### config.mk
export PLATFORM = sky130hd
export DESIGN_NAME = edd_chan
export DESIGN_NICKNAME = d
export VERILOG_FILES = /design/src/edd_pkg.sv /design/src/edd_chan.sv
export SDC_FILE = /design/constraint.sdc
export NUM_CORES = 1
export LEC_CHECK = 0
export ABC_CLOCK_PERIOD_IN_PS = 8700
export BUFFER_PORTS_ARGS = -buffer_cell sky130_fd_sc_hd__buf_2
export CORE_ASPECT_RATIO = 1.4
export CORE_MARGIN = 2
export CORE_UTILIZATION = 48
export DETAILED_ROUTE_END_ITERATION = 6
export PLACE_DENSITY_LB_ADDON = 0.12
export SLEW_MARGIN = 20
export SYNTH_ARGS = -nofsm -noshare
export SYNTH_HDL_FRONTEND = slang
export SYNTH_SLANG_ARGS = --single-unit
export TNS_END_PERCENT = 50
### constraint.sdc
create_clock -name vclk -period 8.7
set_input_delay 0.435 -clock vclk [all_inputs]
set_output_delay 0.435 -clock vclk [all_outputs]
set_load 0.01 [all_outputs]
### src/edd_pkg.sv
// Shared types and constants for the error diffusion dither core.
package edd_pkg;

  localparam int ERR_W     = 16;   // signed error / accumulator width
  localparam int SAMPLE_W  = 8;
  localparam int CFG_W     = 11;   // line_length register width
  localparam int CFG_RESET = 1024; // line_length after reset
  localparam int NUM_CH    = 3;

  typedef logic signed [ERR_W-1:0] err_t;
  typedef logic [NUM_CH-1:0][ERR_W-1:0] err3_t;

  typedef struct packed {
    logic [SAMPLE_W-1:0] red_in;
    logic [SAMPLE_W-1:0] green_in;
    logic [SAMPLE_W-1:0] blue_in;
    logic                frame_start;
  } pix_in_t;

  typedef struct packed {
    logic red_bit;
    logic green_bit;
    logic blue_bit;
  } pix_out_t;

  // Per-channel operands for one pixel.
  typedef struct packed {
    logic [SAMPLE_W-1:0] sample;
    err_t                carry;   // error carried along the line
    err_t                above;   // error stored by the previous line
    err_t                pbl;     // pending below-left
    err_t                pb;      // pending below
  } chan_in_t;

  // Per-channel results for one pixel.
  typedef struct packed {
    logic bit_out;
    err_t carry;       // 7/16 share for the next pixel
    err_t below_left;  // completed entry for position - 1
    err_t pbl;         // pending below-left for the next pixel
    err_t pb;          // 1/16 share, pending below for the next pixel
  } chan_res_t;

endpackage

### src/edd_chan.sv
// One color channel: threshold, quantization error and Floyd-Steinberg shares.
module edd_chan import edd_pkg::*; (
  input  chan_in_t  ci,
  output chan_res_t co
);

  localparam logic signed [16:0] ONE_LEVEL  = 17'sd4080;
  localparam logic signed [15:0] HALF_LEVEL = 16'sd2040;

  function automatic err_t sat16(input logic signed [17:0] v);
    if (v > 18'sd32767) begin
      sat16 = 16'sh7fff;
    end else if (v < -18'sd32768) begin
      sat16 = 16'sh8000;
    end else begin
      sat16 = v[15:0];
    end
  endfunction

  logic signed [17:0] sum;
  err_t               val;
  logic               bit_w;
  logic signed [16:0] err;
  logic signed [19:0] err_ext;
  logic signed [19:0] e7;
  logic signed [19:0] e5;
  logic signed [19:0] e3;
  logic signed [19:0] s7;
  logic signed [19:0] s5;
  logic signed [19:0] s3;
  logic signed [19:0] s1;
  logic signed [17:0] bl_sum;
  logic signed [17:0] pbl_sum;

  always_comb begin
    sum = $signed({6'b0, ci.sample, 4'b0})
        + {{2{ci.carry[ERR_W-1]}}, ci.carry}
        + {{2{ci.above[ERR_W-1]}}, ci.above};
    val   = sat16(sum);
    bit_w = val > HALF_LEVEL;
    err   = {val[ERR_W-1], val} - (bit_w ? ONE_LEVEL : 17'sd0);

    // shift-add multiples, then floor divide by 16
    err_ext = {{3{err[16]}}, err};
    e7 = (err_ext <<< 3) - err_ext;
    e5 = (err_ext <<< 2) + err_ext;
    e3 = (err_ext <<< 1) + err_ext;
    s7 = e7 >>> 4;
    s5 = e5 >>> 4;
    s3 = e3 >>> 4;
    s1 = err_ext >>> 4;

    bl_sum  = {{2{ci.pbl[ERR_W-1]}}, ci.pbl} + s3[17:0];
    pbl_sum = {{2{ci.pb[ERR_W-1]}}, ci.pb} + s5[17:0];

    co.bit_out    = bit_w;
    co.carry      = s7[ERR_W-1:0];
    co.below_left = sat16(bl_sum);
    co.pbl        = sat16(pbl_sum);
    co.pb         = s1[ERR_W-1:0];
  end

endmodule

==> qor.txt, run 1 <==
IO Pins -> 137
Share of the synthesized area in the top cell type -> 25.1%
DR vias -> 7355
Maximum clock frequency -> 111 MHz
Grt ovf -> 0
Final hold slack -> 1.38 ns
Critical Path AT -> 8.60 ns
I/O Buffers -> 137
Post-synthesis cell area -> 5430 sq um
Via-per-instance ratio -> 5.87
Largest net degree at the start of global routing -> 16
Dpl ws -> -0.574 ns
Synth area leader -> ha_1
GPL Wtd Cong -> 0.927
Avg WL per Cell -> 17.7 microns
Critical path's most frequent cell -> a21oi_2
Tightest Hold Check Type -> input pin to output pin
GRT Total Usage -> 30.7%
Final setup violation count -> 31
Clock buffer count -> 0
Synthesized net count -> 949
WP depth -> 48
Design Area, Final -> 9150 sq um
Max-cap violations -> 0
DR pass1 iterations -> 6
DIE HEIGHT -> 130 microns
WP data required -> 8.27 ns
Synth area leaders -> ha_1 (25%), a21oi_1 (9.2%), xnor2_1 (6.9%)
Slowest Stage Delay on Critical Path -> 0.54 ns
Most frequent cells in the layout -> buf_4 (222), buf_2 (128), ha_1 (84), nand2_1 (55)
Cell total after placement -> 1202
Layout cells sized above 1 -> 49.8%
Std-Cell Core Area -> 10900 sq um
Final period utilization -> 104%
DP Area -> 7990 sq um
Sequential area share after synthesis -> 0%
Antenna-violating nets left -> 0
Layout area overhead -> 68.6%
CP max stage cell -> fa_1
FF/Latch Area -> 0 sq um
Buf/Inv on CP -> 11
Syn. warnings -> 0
Global-route wire length before repair -> 31200 microns
Avg Cell Area, Syn -> 7.18 sq um
# rows -> 45
Crit path capture -> co[45]
Rel. slew slack -> 64.1%
CP top delay family -> compound AO/OA/AOI/OAI gates
Cts hold-fix bufs -> 0
CP Launch Type -> input pin
WS Path Type -> input pin to output pin
Layout Nets -> 1308
Drt drc -> 0
Gate Count Post-Synth -> 756
Status -> finished, violations left
Tmin final -> 9.04 ns
Hold path cells -> 5
Initial Utilization -> 49.7%
Vias in the first global route -> 7186
Die width -> 93.9 microns
Least-Margin Pin Slew -> 0.535 ns
Final std cells w/o fill -> 1254
Hpwl dp -> 15800 microns
Fin. Hold Viols -> 0
Die area -> 12200 sq um
Crit-path max FO -> 8
Failing checks -> setup timing
Antenna cell count -> 0
Commonest non-fill, non-tap cell in the layout -> buf_4
Final WL -> 22100 microns
RSZ-0062 raised after global routing -> yes
CP Launch Point -> ci[36]
Detailed Route Iter0 Violations -> 260
Max-slew violation count -> 0
Post-synthesis cell type count -> 70
Setup ws final -> -0.338 ns
Num sequential -> 0
Crit end category -> output pin
Initial antenna violation count -> 0
[tightest hold or removal path: stages]
cell	delay, ns
buf_2	0.08
ha_1	0.13
inv_1	0.05
a21oi_2	0.12
buf_2	0.13
[cells in the mapped netlist (13+ instances only)]
cell / n
xnor2_1: 43
nand2_1: 61
nand2b_1: 13
a21oi_1: 100
o21ai_1: 13
inv_1: 52
nor2_1: 60
nand3_1: 14
a21o_1: 25
o21ai_0: 27
xor2_1: 38
ha_1: 109
[routing by layer]
layer,global-route usage (%),part of all wire [%],vias to the layer above
met5,0,0,-
met4,14.2,5.3,0
met3,2.54,4.3,100
met2,63.7,55,289
met1,29.6,35,3493
li1,-,-,3473
[repair_timing]
item,CTS,global route
pin swaps,60,70
setup endpoints to repair,31,34
resized for setup,67,82
gates cloned,2,0
buffers inserted,39,15
[per-stage QoR]
step           TNS [ns]  util, %
5_1_grt          -22.95     83.8
3_3_place_gp      -4.74     73.1
6_report          -7.85     83.8
2_1_floorplan    -0.745        -
4_1_cts           -1.08     79.0
3_5_place_dp     -14.06     73.1
[area by class of cell]
class | count | area [sq um]
timing repair buffer | 376 | 2630
tap | 141 | 176
fill | 685 | 1770
inverter | 53 | 214
multi-input combinational | 684 | 6130
[cells by family after synthesis]
| group | count (synthesis) | share of synthesized area (%) |
|---|---|---|
| muxes | 1 | 0.184 |
| xor gates and xnor gates | 84 | 14.2 |
| adders and majority gates | 121 | 29.6 |
| and+or+nand+nor | 214 | 18.8 |
| buffers and inverters | 73 | 5.97 |
| AOI/OAI and AO/OA | 263 | 31.3 |
[worst min path at each step]
| stage | endpoint | startpoint |
|---|---|---|
| after floorplan | co[17] | ci[1] |
| after global placement | co[32] | ci[16] |
| final | co[32] | ci[16] |
| after detailed placement | co[32] | ci[16] |
| after global routing | co[32] | ci[16] |
| after CTS | co[32] | ci[16] |
Power of run 1 is not shown: default switching activity piles up to over one toggle a cycle in this logic, so the estimate is an artifact.
==> run 2: changes to the inputs <==
--- a/config.mk
+++ b/config.mk
@@ -5,6 +5,7 @@
 export SDC_FILE = /design/constraint.sdc
 export NUM_CORES = 1
 export LEC_CHECK = 0
+export ABC_AREA = 1
 export ABC_CLOCK_PERIOD_IN_PS = 8700
 export BUFFER_PORTS_ARGS = -buffer_cell sky130_fd_sc_hd__buf_2
 export CORE_ASPECT_RATIO = 1.4
==> run 2 against run 1 <==
- the run now ends clean
- non-clock buffer count is 165 lower
- core utilization is 18 points lower
- critical endpoint is now co[33]
- area after synthesis is 4.4% higher
- sequential share of layout area stayed put
- clock-buffer cell count stayed put
- global-route usage is 7.9 points lower
- critical path type unchanged
- fmax is 8.4% higher
- design area is 15% lower
- hold slack worse by 0.047 ns
==> qor.txt, run 2 <==
Via-per-instance ratio -> 5.21
Critical Path AT -> 7.90 ns
Clock buffer count -> 0
Cell total after placement -> 1205
Std-Cell Core Area -> 11700 sq um
Status -> finished clean
GPL Wtd Cong -> 0.921
WP data required -> 8.27 ns
Max-slew violation count -> 0
Hold path cells -> 5
Most frequent cells in the layout -> nand2_1 (178), buf_2 (137), inv_1 (112), ha_1 (82), a21oi_1 (76)
Slowest Stage Delay on Critical Path -> 0.55 ns
# rows -> 47
Post-synthesis cell type count -> 47
Commonest cells post-synth -> nand2_1 (193), inv_1 (116), ha_1 (109), a21oi_1 (105), xor2_1 (61)
Crit-path max FO -> 12
Share of the synthesized area in the top cell type -> 24.1%
Global-route wire length before repair -> 24400 microns
Synth area leaders -> ha_1 (24%), nand2_1 (13%), xor2_1 (9.4%)
Critical path's most frequent cell -> a21oi_2
WS Path Type -> input pin to output pin
Tmin final -> 8.34 ns
Layout area overhead -> 36.4%
Largest net degree at the start of global routing -> 20
CP Launch Type -> input pin
DR pass1 iterations -> 7
DR vias -> 6512
Avg WL per Cell -> 13.2 microns
Grt ovf -> 0
Hpwl dp -> 13300 microns
Fin. Hold Viols -> 0
Rel. slew slack -> 71.0%
Commonest non-fill, non-tap cell in the layout -> nand2_1
Antenna cell count -> 0
Max-cap violations -> 0
Layout cells sized above 1 -> 35.1%
DIE HEIGHT -> 133 microns
Final WL -> 16600 microns
Most common cell in the synthesized netlist -> nand2_1
GRT Total Usage -> 22.8%
Num sequential -> 0
Antenna-violating nets left -> 0
Detailed Route Iter0 Violations -> 164
Final setup violation count -> 0
Post-synthesis cell area -> 5670 sq um
Avg Cell Area, Syn -> 6.30 sq um
Gate Count Post-Synth -> 900
Die width -> 95.8 microns
Drt drc -> 0
Sequential area share after synthesis -> 0%
Final period utilization -> 95.8%
Initial Utilization -> 48.4%
Final std cells w/o fill -> 1251
CP max stage cell -> fa_1
Layout Nets -> 1299
Initial antenna violation count -> 0
FF/Latch Area -> 0 sq um
Syn. warnings -> 0
Setup TNS -> 0 ns
Least-Margin Pin Slew -> 0.430 ns
Tightest Hold Check Type -> input pin to output pin
Die area -> 12700 sq um
Maximum clock frequency -> 120 MHz
I/O Buffers -> 137
Synthesized net count -> 1093
Crit end category -> output pin
Vias in the first global route -> 5980
Synth area leader -> ha_1
IO Pins -> 137
==> run 2: what timing repair did <==
item / 4_1_cts / 5_1_grt
pin swaps: 0 / 68
cloned: 0 / 3
setup buffers: 0 / 43
hold buffers: 0 / 0
endpoints found under the setup margin: 19 / 32
resized for setup: 7 / 126
==> run 2: final timing paths <==
path	endpoint	slack, ns	start
setup / recovery	co[33]	0.36	ci[36]
hold / removal	co[32]	1.34	ci[16]
==> run 2: area by class of cell <==
| type | instances | area (sq um) |
|---|---|---|
| Multi-Input combinational cell | 759 | 5780 |
| Fill cell | 1122 | 3970 |
| Timing Repair Buffer | 211 | 1260 |
| Inverter | 134 | 508 |
| Tap cell | 147 | 184 |
==> run 2: through the flow <==
step | utilization, % | setup slack (ns) | hold slack, ns | area [sq um]
floorplan | - | 0.227 | 1.13 | 5670
global placement | 57.2 | -0.195 | 1.34 | 6700
detailed placement | 57.2 | -0.237 | 1.34 | 6700
CTS | 57.4 | 0.00537 | 1.35 | 6720
global route | 66.1 | -0.216 | 1.40 | 7730
finish | 66.1 | 0.363 | 1.34 | 7730
==> run 2: kinds of logic after synthesis <==
family | synth area share (%)
compound gates | 19.5
xor+xnor | 12.8
buf+inv | 10.3
fa+ha+maj | 28.3
simple gates | 29.1
==> run 2: critical path: cells and delay by family <==
family | cells | cell delay [ns]
simple gates | 17 | 1.80
compound gates | 13 | 1.99
fa+ha+maj | 6 | 1.86
buf+inv | 11 | 1.07
xor+xnor | 3 | 0.72
==> run 2: metal layers <==
layer	global-route usage [%]	up-vias	share of wire (%)
li1	-	3401	-
met1	22.9	2954	37
met2	48.9	128	58
met3	1.08	29	3.1
met4	3.89	0	2.2
met5	0	-	0
Power of run 2 is left out for the same reason.
==> run 3: changes to the inputs <==
--- a/config.mk
+++ b/config.mk
@@ -12,7 +12,8 @@
 export CORE_MARGIN = 2
 export CORE_UTILIZATION = 48
 export DETAILED_ROUTE_END_ITERATION = 6
-export PLACE_DENSITY_LB_ADDON = 0.12
+export PLACE_DENSITY = 0.76
+export REMOVE_ABC_BUFFERS = 1
 export SLEW_MARGIN = 20
 export SYNTH_ARGS = -nofsm -noshare
 export SYNTH_HDL_FRONTEND = slang
==> run 3 against run 2 <==
- first-iteration DRC count up 32%
- worst setup slack better by 0.016 ns
- final cell count down 2.7%
- non-clock buffer count down 33
- core utilization down 5.0 points
- die area unchanged
- hold slack worse by 0.022 ns
- flip-flop and latch count unchanged
- clock-buffer cell count unchanged
- global-route usage down 0.90 points
- largest cell class unchanged
- highest routed layer unchanged
==> qor.txt, run 3 (same netlist as run 2, synthesis figures left out) <==
FF/Latch Area -> 0 sq um
Antenna-violating nets left -> 0
IO Pins -> 137
DIE HEIGHT -> 133 microns
CP max stage cell -> fa_1
Die area -> 12700 sq um
DR pass1 iterations -> 7
Max-slew violation count -> 0
DR vias -> 6399
Filler cells -> 1137
Tightest Hold Check Type -> input pin to output pin
Layout Nets -> 1265
Status -> finished clean
Global-route wire length before repair -> 23600 microns
I/O Buffers -> 137
Maximum clock frequency -> 120 MHz
Hpwl dp -> 12800 microns
Area occupied by multi-input gates -> 5460 sq um
Antenna cell count -> 0
Least-Margin Pin Slew -> 0.446 ns
Final hold slack -> 1.31 ns
Std-Cell Core Area -> 11700 sq um
Largest net degree at the start of global routing -> 20
CP Launch Point -> ci[39]
Via-per-instance ratio -> 5.26
Most frequent cells in the layout -> nand2_1 (187), buf_2 (137), inv_1 (113), ha_1 (97), a21oi_1 (92)
Commonest non-fill, non-tap cell in the layout -> nand2_1
Slowest Stage Delay on Critical Path -> 0.51 ns
Max-cap violations -> 0
Critical path's most frequent cell -> nand2_1
Crit-path max FO -> 15
Detailed Route Iter0 Violations -> 217
WS Path Type -> input pin to output pin
CP top delay family -> simple AND/OR/NAND/NOR gates
Vias in the first global route -> 5714
GPL Wtd Cong -> 0.919
Fin. Hold Viols -> 0
# rows -> 47
Critical Path AT -> 7.89 ns
WP data required -> 8.27 ns
Hold_sp -> ci[16]
Clock buffer count -> 0
Buf/Inv on CP -> 10
Hold path cells -> 5
Rel. slew slack -> 69.9%
Final period utilization -> 95.6%
GRT Total Usage -> 21.9%
Initial Utilization -> 48.4%
Avg WL per Cell -> 12.7 microns
Die width -> 95.8 microns
Hold worst-path end -> co[32]
Cts hold-fix bufs -> 0
Final WL -> 15400 microns
Layout cells sized above 1 -> 28.1%
Grt ovf -> 0
Final setup violation count -> 0
Tmin final -> 8.32 ns
CP Launch Type -> input pin
Num sequential -> 0
Layout area overhead -> 26.1%
Crit end category -> output pin
Drt drc -> 0
Initial antenna violation count -> 0
## run 3: worst max path at each step
stage	to	depth (start not counted)
global route	co[32]	52
detailed placement	co[35]	49
finish	co[46]	48
CTS	co[46]	49
global placement	co[37]	49
floorplan	co[19]	45
## run 3: final cells by class
cell class                      instances  share of cell area (%)
Tap cell                              147                    2.57
Timing Repair Buffer                  178                    13.9
Multi-Input combinational cell        758                    76.4
Inverter                              134                    7.11
## run 3: metal layers
metal	vias up	part of all wire (%)	track usage, %
met5	-	0	0
met4	0	3.2	5.08
met3	38	3.8	0.626
met2	172	55	45.2
met1	2842	38	23.2
li1	3347	-	-
## run 3: what timing repair did
item	4_1_cts	5_1_grt
pin swaps	1	24
buffers inserted	1	22
endpoints found under the hold margin	0	0
resized for setup	9	63
setup endpoints to repair	29	32
cloned	0	2
## run 3: through the flow
stage | util (%) | setup TNS (ns) | instances | area, sq um | worst slack (ns)
global placement | 56.4 | -0.104 | 1192 | 6600 | -0.0281
global route | 61.1 | -4.13 | 1217 | 7150 | -0.205
finish | 61.1 | 0 | 1217 | 7150 | 0.379
detailed placement | 56.4 | -4.13 | 1192 | 6600 | -0.261
CTS | 56.8 | 0 | 1193 | 6640 | 0.0433
floorplan | - | 0 | 890 | 5590 | 0.0304
## run 3: tightest hold or removal path: stages
cell and delay (ns):
buf_2 0.08, ha_1 0.14, o21ai_1 0.06, nand2_1 0.04
buf_2 0.11
Power of run 3 is left out for the same reason.
